File: config.mk
export PLATFORM = sky130hd
export DESIGN_NAME = superio_config_register_file_top
export DESIGN_NICKNAME = d
export VERILOG_FILES = /design/src/rtl/sio_pkg.sv /design/src/rtl/superio_config_register_file_top.sv /design/src/rtl/sio_cfg_regs.sv /design/src/rtl/sio_dev_table.sv
export SDC_FILE = /design/constraint.sdc
export NUM_CORES = 1
export LEC_CHECK = 0
export BUFFER_PORTS_ARGS = -buffer_cell sky130_fd_sc_hd__buf_2
export CORE_ASPECT_RATIO = 0.5
export CORE_MARGIN = 8
export CORE_UTILIZATION = 61
export DETAILED_ROUTE_END_ITERATION = 10
export PLACE_DENSITY_LB_ADDON = 0.15
export SLEW_MARGIN = 20
export SYNTH_ARGS = -nofsm -noshare
export SYNTH_HDL_FRONTEND = slang
export SYNTH_HIERARCHICAL = 1
export SYNTH_SLANG_ARGS = --single-unit
File: constraint.sdc
create_clock -name clk -period 4.5 [get_ports clk]
set_input_delay 0.225 -clock clk [delete_from_list [all_inputs] [get_ports clk]]
set_output_delay 0.225 -clock clk [all_outputs]
set_load 0.02 [all_outputs]
File: src/rtl/sio_pkg.sv
// shared types, register codes and the device entry update function for the
// super i/o configuration register file; no dependencies
package sio_pkg;

  localparam int NUM_DEVICES_DEF = 9;

  // configuration port
  localparam int CFG_IDX_W = 2;
  localparam logic [CFG_IDX_W-1:0] CFG_IDX_CONFIG1 = 2'd0;
  localparam logic [CFG_IDX_W-1:0] CFG_IDX_CONFIG2 = 2'd1;
  localparam logic [7:0] CONFIG1_RESET = 8'h04;
  localparam logic [7:0] CONFIG2_RESET = 8'h03;

  // register indexes behind the data port
  localparam logic [7:0] REG_DEVSEL = 8'h07;
  localparam logic [7:0] REG_CHIPID = 8'h20;
  localparam logic [7:0] REG_CFG1   = 8'h21;
  localparam logic [7:0] REG_CFG2   = 8'h22;
  localparam logic [7:0] REG_EN     = 8'h30;
  localparam logic [7:0] REG_AHI    = 8'h60;
  localparam logic [7:0] REG_ALO    = 8'h61;
  localparam logic [7:0] REG_IRQ    = 8'h70;
  localparam logic [7:0] REG_DMA    = 8'h74;

  localparam logic [7:0] CHIP_ID    = 8'h20;
  localparam logic [7:0] READ_NONE  = 8'hff;
  localparam logic [3:0] DEVSEL_MASK = 4'hf;

  // access kinds and ports
  localparam logic OP_READ   = 1'b0;
  localparam logic OP_WRITE  = 1'b1;
  localparam logic PORT_INDEX = 1'b0;
  localparam logic PORT_DATA  = 1'b1;

  // logical devices that report reconfigure events
  localparam logic [3:0] DEV_FLOPPY  = 4'd3;
  localparam logic [3:0] DEV_PARPORT = 4'd4;
  localparam logic [3:0] DEV_SERIAL2 = 4'd5;
  localparam logic [3:0] DEV_SERIAL1 = 4'd6;

  localparam logic [1:0] RCFG_FLOPPY  = 2'd0;
  localparam logic [1:0] RCFG_PARPORT = 2'd1;
  localparam logic [1:0] RCFG_SERIAL2 = 2'd2;
  localparam logic [1:0] RCFG_SERIAL1 = 2'd3;

  typedef struct packed {
    logic       operation;
    logic       port_select;
    logic [7:0] write_data;
  } sio_in_t;

  typedef struct packed {
    logic [7:0]  read_data;
    logic        reconfig_valid;
    logic [1:0]  reconfig_device;
    logic        reconfig_enabled;
    logic [15:0] reconfig_address;
    logic [7:0]  reconfig_irq;
  } sio_out_t;

  typedef struct packed {
    logic [7:0]  enable;
    logic [15:0] address;
    logic [7:0]  irq;
    logic [7:0]  dma;
  } sio_entry_t;

  typedef struct packed {
    logic       valid;
    logic [7:0] reg_index;
    logic [7:0] data;
  } sio_dev_wr_t;

  // new value of a device entry after a data write to register idx
  function automatic sio_entry_t entry_update(sio_entry_t ent, logic [7:0] idx,
                                              logic [7:0] v);
    sio_entry_t r;
    r = ent;
    case (idx)
      REG_EN:  r.enable = v;
      REG_ALO: r.address[7:0] = v;
      REG_AHI: r.address[15:8] = v;
      REG_IRQ: r.irq = v;
      REG_DMA: r.dma = v;
      default: r = ent;
    endcase
    return r;
  endfunction

endpackage

File: src/rtl/superio_config_register_file_top.sv
// super i/o index/data configuration port: input register, decode, result register
// depends on sio_pkg, sio_cfg_regs, sio_dev_table
// the result strobe (done) is registered with the result, behind the input register
// throughput: one item per cycle; busy stays low, the input and result registers pipeline
// each access and all state updates at the edge that loads the result register
// reset: synchronous, clears index, device select and all device entries, loads config reset values
// in the same cycle; the receiver cannot stall results
module superio_config_register_file_top #(
  parameter int NUM_DEVICES = sio_pkg::NUM_DEVICES_DEF
) (
  input  logic                          clk,
  input  logic                          rst,
  input  logic                          start,
  output logic                          busy,
  input  sio_pkg::sio_in_t              cmd,
  output logic                          done,
  output sio_pkg::sio_out_t             result,
  input  logic                          cfg_valid,
  output logic                          cfg_ready,
  input  logic [sio_pkg::CFG_IDX_W-1:0] cfg_index,
  input  logic [7:0]                    cfg_data
);
  import sio_pkg::*;

  logic        in_valid;
  sio_in_t     in_item;
  logic [7:0]  reg_index;
  logic [7:0]  reg_index_next;
  logic [3:0]  selected_device;
  logic [3:0]  selected_device_next;
  logic [7:0]  config1;
  logic [7:0]  config2;
  sio_dev_wr_t dev_wr;
  sio_entry_t  dev_rd;
  sio_entry_t  dev_new;
  logic        dev_ok;
  sio_out_t    res_next;
  logic        is_data_write;

  assign busy = 1'b0;

  sio_cfg_regs u_cfg (
    .clk       (clk),
    .rst       (rst),
    .cfg_valid (cfg_valid),
    .cfg_ready (cfg_ready),
    .cfg_index (cfg_index),
    .cfg_data  (cfg_data),
    .config1   (config1),
    .config2   (config2)
  );

  sio_dev_table #(.NUM_DEVICES(NUM_DEVICES)) u_dev (
    .clk (clk),
    .rst (rst),
    .sel (selected_device),
    .wr  (dev_wr),
    .rd  (dev_rd),
    .ok  (dev_ok)
  );

  always_ff @(posedge clk) begin
    if (rst) begin
      in_valid <= 1'b0;
    end else begin
      in_valid <= start && !busy;
    end
    if (start && !busy) begin
      in_item <= cmd;
    end
  end

  // data write that is not a device select
  assign is_data_write = in_valid && (in_item.operation == OP_WRITE) &&
                         (in_item.port_select == PORT_DATA) && (reg_index != REG_DEVSEL);

  assign dev_wr.valid     = is_data_write;
  assign dev_wr.reg_index = reg_index;
  assign dev_wr.data      = in_item.write_data;

  always_comb begin
    dev_new = '0;
    if (dev_ok) begin
      dev_new = entry_update(dev_rd, reg_index, in_item.write_data);
    end
  end

  always_comb begin
    reg_index_next       = reg_index;
    selected_device_next = selected_device;
    res_next             = '0;
    res_next.read_data   = READ_NONE;
    if (in_valid) begin
      if (in_item.operation == OP_READ) begin
        case (reg_index)
          REG_DEVSEL: res_next.read_data = {4'b0, selected_device};
          REG_CHIPID: res_next.read_data = CHIP_ID;
          REG_CFG1:   res_next.read_data = config1;
          REG_CFG2:   res_next.read_data = config2;
          REG_EN:     res_next.read_data = dev_ok ? dev_rd.enable : READ_NONE;
          REG_ALO:    res_next.read_data = dev_ok ? dev_rd.address[7:0] : READ_NONE;
          REG_AHI:    res_next.read_data = dev_ok ? dev_rd.address[15:8] : READ_NONE;
          REG_IRQ:    res_next.read_data = dev_ok ? dev_rd.irq : READ_NONE;
          REG_DMA:    res_next.read_data = dev_ok ? dev_rd.dma : READ_NONE;
          default:    res_next.read_data = READ_NONE;
        endcase
      end else if (in_item.port_select == PORT_INDEX) begin
        reg_index_next = in_item.write_data;
      end else if (reg_index == REG_DEVSEL) begin
        selected_device_next = in_item.write_data[3:0] & DEVSEL_MASK;
      end else begin
        res_next.reconfig_valid = 1'b1;
        case (selected_device)
          DEV_FLOPPY:  res_next.reconfig_device = RCFG_FLOPPY;
          DEV_PARPORT: res_next.reconfig_device = RCFG_PARPORT;
          DEV_SERIAL2: res_next.reconfig_device = RCFG_SERIAL2;
          DEV_SERIAL1: res_next.reconfig_device = RCFG_SERIAL1;
          default:     res_next.reconfig_valid  = 1'b0;
        endcase
        if (res_next.reconfig_valid) begin
          res_next.reconfig_enabled = dev_new.enable[0];
          res_next.reconfig_address = dev_new.address;
          res_next.reconfig_irq     = dev_new.irq;
        end
      end
    end
  end

  always_ff @(posedge clk) begin
    if (rst) begin
      reg_index       <= '0;
      selected_device <= '0;
      done            <= 1'b0;
    end else begin
      reg_index       <= reg_index_next;
      selected_device <= selected_device_next;
      done            <= in_valid;
    end
    if (in_valid) begin
      result <= res_next;
    end
  end

`ifndef ASSERT_OFF
  a_done_follows_item: assert property (@(posedge clk) disable iff (rst)
    done |-> $past(in_valid))
    else $error("result strobe without an item in the input register");

  a_read_no_reconfig: assert property (@(posedge clk) disable iff (rst)
    (in_valid && in_item.operation == OP_READ) |=> (done && !result.reconfig_valid))
    else $error("read access reported a reconfigure event");

  a_idle_fields_zero: assert property (@(posedge clk) disable iff (rst)
    (done && !result.reconfig_valid) |->
      (result.reconfig_address == 16'h0 && result.reconfig_irq == 8'h0 &&
       !result.reconfig_enabled && result.reconfig_device == 2'd0))
    else $error("reconfigure fields not cleared without an event");

  a_devsel_hold: assert property (@(posedge clk) disable iff (rst)
    !(in_valid && in_item.operation == OP_WRITE && in_item.port_select == PORT_DATA &&
      reg_index == REG_DEVSEL) |=> $stable(selected_device))
    else $error("device select changed without a device select write");
`endif

endmodule

File: src/rtl/sio_cfg_regs.sv
// global configuration registers written over the configuration channel
// depends on sio_pkg
module sio_cfg_regs (
  input  logic                          clk,
  input  logic                          rst,
  input  logic                          cfg_valid,
  output logic                          cfg_ready,
  input  logic [sio_pkg::CFG_IDX_W-1:0] cfg_index,
  input  logic [7:0]                    cfg_data,
  output logic [7:0]                    config1,
  output logic [7:0]                    config2
);
  import sio_pkg::*;

  assign cfg_ready = 1'b1;

  always_ff @(posedge clk) begin
    if (rst) begin
      config1 <= CONFIG1_RESET;
      config2 <= CONFIG2_RESET;
    end else if (cfg_valid && cfg_ready) begin
      case (cfg_index)
        CFG_IDX_CONFIG1: config1 <= cfg_data;
        CFG_IDX_CONFIG2: config2 <= cfg_data;
        default: ;
      endcase
    end
  end

endmodule

File: src/rtl/sio_dev_table.sv
// per logical device entries (enable, address, irq, dma) in flip-flops
// depends on sio_pkg
module sio_dev_table #(
  parameter int NUM_DEVICES = sio_pkg::NUM_DEVICES_DEF
) (
  input  logic                 clk,
  input  logic                 rst,
  input  logic [3:0]           sel,
  input  sio_pkg::sio_dev_wr_t wr,
  output sio_pkg::sio_entry_t  rd,
  output logic                 ok
);
  import sio_pkg::*;

  localparam int DEV_AW = (NUM_DEVICES > 1) ? $clog2(NUM_DEVICES) : 1;

  sio_entry_t          ent [NUM_DEVICES];
  logic [DEV_AW-1:0]   idx;

  assign ok  = {1'b0, sel} < 5'(NUM_DEVICES);
  assign idx = DEV_AW'(sel);

  always_comb begin
    rd = '0;
    if (ok) begin
      rd = ent[idx];
    end
  end

  always_ff @(posedge clk) begin
    if (rst) begin
      for (int i = 0; i < NUM_DEVICES; i++) begin
        ent[i] <= '0;
      end
    end else if (wr.valid && ok) begin
      ent[idx] <= entry_update(ent[idx], wr.reg_index, wr.data);
    end
  end

endmodule

==> flow_metrics.tcl, run 1 <==
set metrics [dict create \
    cap_violations 0 \
    worstHoldStart "cfg_index[1]" \
    finalPower_mw 13.73 \
    io_buffers 60 \
    synthTopCellsByArea "edfxtp_1 64%, mux2i_1 7.7%, nor2_1 4.5%, mux2_2 1.9%, dfxtp_1 1.9%" \
    hold_viol 0 \
    die_area_sq_um 60640 \
    synth_xor_area_share_pct 0.08189 \
    grt_max_degree 56 \
    h-tree-depth 2 \
    avgSynthCellArea_sq_um 13.64 \
    crit_path_max_incr_delay_ps 890 \
    layout.nets 2710 \
    synth_simple_gate_area_share_pct 11.00 \
    synth_ff_type "edfxtp_1" \
    min_path_type "in2reg" \
    synth_top_area_cell "edfxtp_1" \
    crit_fanout 55 \
    drc 0 \
    ys_types 82 \
    die_h_microns 178.2 \
    grt_use_total_pct 27.50 \
    slowest_stage "dfxtp_4" \
    grt_pass1_wl_microns 126400 \
    vias 20880 \
    clockBufferDepth 3 \
    gp_congestion 0.9454 \
    min_period_over_period_pct 79.97 \
    grt_pass1_vias 20720 \
    initial_utilization_pct 61.74 \
    arrival_ps 4090 \
    clk_pin_slew_ps 70 \
    cts_root_buf "clkbuf_16" \
    setup_viol 0 \
    synth_fa_ha_area_share_pct 0 \
    startpoint_type "register" \
    end_kind "register" \
    finalClockSkew_ps 13.99 \
    cts_buffers 61 \
    postRouteAntennaNets 0 \
    p_leak_nw 12.64 \
    max_freq_mhz 277.9 \
    r2r-end "result[30]" \
    grt_use_met1_pct 37.82 \
    overflow 0 \
    worst_pin_slew_ps 981.8 \
    p_per_area_nw_per_um2 377.1 \
    drt_iter0_markers 2442 \
    yosysTopAreaCellShare_pct 64.20 \
    top_usage_layer "met2" \
    dr.pass1.iters 7 \
    core_area_sq_um 51970 \
    cts_tree "yes" \
    syn_inst 2352 \
    rrSetupSlack_ps 900 \
    clock-sinks 716 \
    reg2regPathDepth 11 \
    synth_most_common_cell "edfxtp_1" \
    final-max-slew-violation-count 0 \
    relSlewSlack_pct 34.55 \
    drive_gt1_share_pct 14.35 \
    die_w_microns 340.3 \
    cts_hold_buffers 23 \
    area_growth_syn_to_layout_pct 13.48 \
    insertion_delay_ps 630 \
    placementRows 59 \
    outcome "completed" \
    grt_util_met2_pct 43.74 \
    ys.warnings.count 6 \
    netlist_top_cells_count "686 x edfxtp_1, 385 x nor2_1, 248 x mux2i_1, 133 x nand2_1, 85 x a21oi_1" \
    hold_depth 3 \
    routed_via_density 6.071 \
    antenna_found_initial 0 \
    worstPathRequired_ps 4990 \
    n_antenna_cell 0 \
    wl_per_cell_microns 24.80 \
    post_cts_buffers 0 \
    netlist_area_sq_um 32090 \
    synth_mux_area_share_pct 11.07 \
    grt_use_met3_pct 6.141 \
    synth_edf_count 686 \
    ios 63 \
    period_minus_slack_ps 3598 \
    finalSetupTns_ps 0 \
    synth_top_family_by_area "multiplexers" \
    seq_area_frac_synth_pct 66.07 \
    crit_type "reg2reg" \
    synth_compound_area_share_pct 8.466 \
    dp_hpwl_microns 50770 \
    ctsResizeCount 0 \
    critical_path.cell_chain "buf_12, buf_4, mux2i_1, a22oi_1, nand3_1, a21oi_1, mux2_2, nand2_1, o21ai_0, a21oi_1, nand3_1" \
    ys_async_sr_fraction_pct 0 \
    rsz0062_at_grt "false" \
    ir_drop_v 0.0003492 \
    routed_wl_microns 85300 \
    regToRegStartpoint "selected_device[1]" \
    hold_end "u_cfg/config1[4]" \
    ys_seq_elements 716 \
]
## cell type report
class | count | area, sq um
Multi-Input combinational cell | 1745 | 10970
Tap cell | 701 | 877.1
Sequential cell | 716 | 21210
Fill cell | 3686 | 15560
Timing Repair Buffer | 156 | 1279
Clock buffer | 77 | 1649
Clock inverter | 39 | 397.9
Inverter | 6 | 22.52
## routing by layer
metal,up-vias,wire length [microns]
met4,0,2985
met1,10300,33490
met5,-,0
li1,9217,-
met2,1172,38840
met3,197,9983
## placed cells by master, fill, tap and decap left out, types with 30 or more instances in the layout
cell	netlist	routed
a22oi_1	70	70
nor2b_1	31	30
nand2_1	133	127
conb_1	3	282
edfxtp_1	686	686
buf_4	16	57
nand2b_1	53	44
nor2_1	385	384
nor2_2	36	36
o21a_1	43	43
clkbuf_16	0	63
mux2_2	55	55
mux2i_1	248	248
buf_2	42	60
a21oi_1	85	85
o21ai_0	59	59
## critical path, delay by kind of cell (launching register included)
| family | cells | cell delay, ps |
|---|---|---|
| simple gates | 3 | 310 |
| flops | 1 | 890 |
| compound gates | 4 | 1150 |
| buf+inv | 2 | 670 |
| mux | 2 | 370 |
## sequential cells by signal, summed over array words and instances, names as in the netlist
register         cells
done                 1
in_valid             1
in_item              2
selected_device      4
u_cfg/config2        8
reg_index            8
u_dev/ent          640
u_cfg/config1        8
dev_wr               8
result              36
## logic make-up after synthesis
group                  Yosys count
XOR/XNOR                         3
AO/OA/AOI/OAI                  384
multiplexers                   321
AND/OR/NAND/NOR                755
flip-flops                     716
buffers and inverters          170
other                            3
## worst max path at each step
stage                 endpoint                from
2_1_floorplan  u_dev/ent[7][0]            in_valid
3_3_place_gp        result[33]  selected_device[1]
3_5_place_dp        result[29]  selected_device[1]
4_1_cts             result[29]  selected_device[1]
5_1_grt             result[29]  selected_device[1]
6_report            result[30]  selected_device[1]
## power by group
part	leakage [nW]	internal [mW]	switching, mW	total (mW)
sequential	7.21	7.59	0.0968	7.68
clock	0.990	3.05	2.40	5.45
combinational	4.43	0.177	0.415	0.591
total	12.6	10.8	2.92	13.7
## per-stage QoR
stage          hold WS, ps  instances  cell area, sq um  util [%]  worst slack, ps
2_1_floorplan        296.6       2631             33130         -             1155
3_3_place_gp         402.6       3301             34130     65.68             1026
3_5_place_dp         403.1       3301             34130     65.68            953.5
4_1_cts              126.2       3440             36410     70.06            959.3
5_1_grt              143.4       3440             36410     70.06            787.0
6_report             158.3       3440             36410     70.06            901.5
(Power assumes the default switching activity.)
==> inputs of run 2 (changes only) <==
--- a/config.mk
+++ b/config.mk
@@ -8,7 +8,7 @@
 export BUFFER_PORTS_ARGS = -buffer_cell sky130_fd_sc_hd__buf_2
 export CORE_ASPECT_RATIO = 0.5
 export CORE_MARGIN = 8
-export CORE_UTILIZATION = 61
+export CORE_UTILIZATION = 57
 export DETAILED_ROUTE_END_ITERATION = 10
 export PLACE_DENSITY_LB_ADDON = 0.15
 export SLEW_MARGIN = 20
==> constraint.sdc (replaced) <==
create_clock -name clk -period 3.28 [get_ports clk]
set_input_delay 0.164 -clock clk [delete_from_list [all_inputs] [get_ports clk]]
set_output_delay 0.164 -clock clk [all_outputs]
set_load 0.02 [all_outputs]
==> run 2 against run 1 <==
  * Largest power group unchanged
  * First-iteration DRC count up 4.6%
  * Via count is 0.75% higher
  * Die area is 6.5% higher
==> flow_metrics.tcl, run 2 (synthesis results as in run 1) <==
set metrics [dict create \
    outcome "completed" \
    clk_pin_slew_ps 70 \
    overflow 0 \
    ios 63 \
    largest_reg_flops 640 \
    postRouteAntennaNets 0 \
    layout_commonest_cell "edfxtp_1" \
    grt_pass1_vias 20310 \
    place_ws_ps 358.8 \
    h-tree-depth 2 \
    layout.nets 2768 \
    cts_tree "yes" \
    relSlewSlack_pct 34.13 \
    antenna_found_initial 1 \
    grt_util_met2_pct 39.50 \
    drt_iter0_markers 2555 \
    clockBufferDepth 3 \
    regToRegStartpoint "selected_device[1]" \
    hold_end "u_cfg/config1[6]" \
    reg2regPathDepth 10 \
    post_cts_buffers 0 \
    routed_wl_microns 83840 \
    dp_hpwl_microns 52560 \
    crit_type "reg2reg" \
    routed_via_density 5.928 \
    die_area_sq_um 64600 \
    largest_register "u_dev/ent" \
    cap_violations 0 \
    grt_use_met1_pct 36.64 \
    r2r-end "result[35]" \
    die_h_microns 183.8 \
    max_freq_mhz 332.9 \
    setup_ws_ps 276.5 \
    min_period_over_period_pct 91.57 \
    cts_buffers 60 \
    insertion_delay_ps 640 \
    startpoint_type "register" \
    rrSetupSlack_ps 280 \
    finalPower_mw 18.61 \
    finalSetupTns_ps 0 \
    setup_viol 0 \
    wl_per_cell_microns 23.62 \
    instances_no_fill 3549 \
    fillers 4103 \
    dp_cells 3414 \
    top_regs "u_dev/ent: 640 flops, result: 36 flops" \
    cts_root_buf "clkbuf_16" \
    grt_use_met3_pct 6.268 \
    finalCoreUtilization_pct 66.70 \
    grt_max_degree 53 \
    hold_depth 3 \
    final-max-slew-violation-count 0 \
    grt_use_total_pct 25.63 \
    area_growth_syn_to_layout_pct 15.50 \
    layout_common_cells "686 x edfxtp_1, 384 x nor2_1, 282 x conb_1" \
    worstPathRequired_ps 3650 \
    gp_congestion 1.003 \
    worst_pin_slew_ps 988.0 \
    clock-sinks 716 \
    initial_utilization_pct 57.75 \
    end_kind "register" \
    worstHoldStart "cfg_index[0]" \
    grt_pass1_wl_microns 124800 \
    min_path_type "in2reg" \
    placementRows 61 \
    hold_viol 0 \
    dr.pass1.iters 6 \
    die_w_microns 351.5 \
    period_minus_slack_ps 3004 \
    drc 0 \
    core_area_sq_um 55560 \
    top_usage_layer "met2" \
    vias 21040 \
    arrival_ps 3370 \
    ir_drop_v 0.0004564 \
    finalClockSkew_ps 40.67 \
    io_buffers 60 \
    p_leak_nw 12.97 \
    p_per_area_nw_per_um2 502.2 \
    drive_gt1_share_pct 16.04 \
    rsz0062_at_grt "false" \
    n_antenna_cell 0 \
    crit_fanout 28 \
]
==> run 2: cell count changes in the layout (fill, tap and decap cells not counted), moves of 2 or more <==
cell / change
buf_12: +19
clkinv_2: +2
buf_4: +39
clkbuf_8: -2
clkbuf_16: -2
==> run 2: how the worst max path moves through the flow <==
stage / cells past startpoint / from / endpoint
floorplan: 5 / in_valid / u_dev/ent[1][0]
global placement: 11 / selected_device[1] / result[32]
finish: 10 / selected_device[1] / result[35]
detailed placement: 10 / selected_device[1] / result[35]
CTS: 10 / selected_device[1] / result[35]
global route: 11 / selected_device[1] / result[32]
==> run 2: layer usage <==
metal  routed length, microns  share of wire, %  vias to the layer above
met5                        9             0.011                        -
met3                     9433                11                      150
met4                     2068               2.5                        2
met1                    34550                41                    10500
met2                    37780                45                     1068
li1                         -                 -                     9319
==> run 2: where the power goes <==
part | switching [mW] | internal, mW
Combinational | 0.548 | 0.273
Clock | 3.27 | 3.95
Sequential | 0.158 | 10.4
==> run 2: cell type report <==
class / instances / area [sq um] / area share (%)
sequential: 716 / 21210 / 57.23
multi-input combinational: 1745 / 10980 / 29.63
timing repair buffer: 215 / 1962 / 5.294
clock buffer: 73 / 1572 / 4.241
tap: 756 / 945.9 / 2.552
clock inverter: 38 / 366.6 / 0.9892
inverter: 6 / 22.52 / 0.06077
==> run 2: stage by stage <==
step	hold slack [ps]	area, sq um
detailed placement	342.8	34870
global placement	340.7	34870
global route	91.69	37060
finish	81.48	37060
floorplan	235.6	33150
CTS	79.70	37050
==> run 2: repair_timing <==
item / in CTS / in global routing
hold buffers: 24 / 0
endpoints found under the setup margin: 0 / 0
hold endpoints to repair: 37 / 0
gates resized for setup: 0 / 0
==> run 2: critical path: stages, from the launching register on <==
cell	delay (ps)
dfxtp_4	460
buf_12	210
buf_4	280
mux4_1	580
nor2_1	110
nor4_1	80
a31oi_1	210
nor2_1	130
a22o_1	250
a222oi_1	300
nand3b_1	120
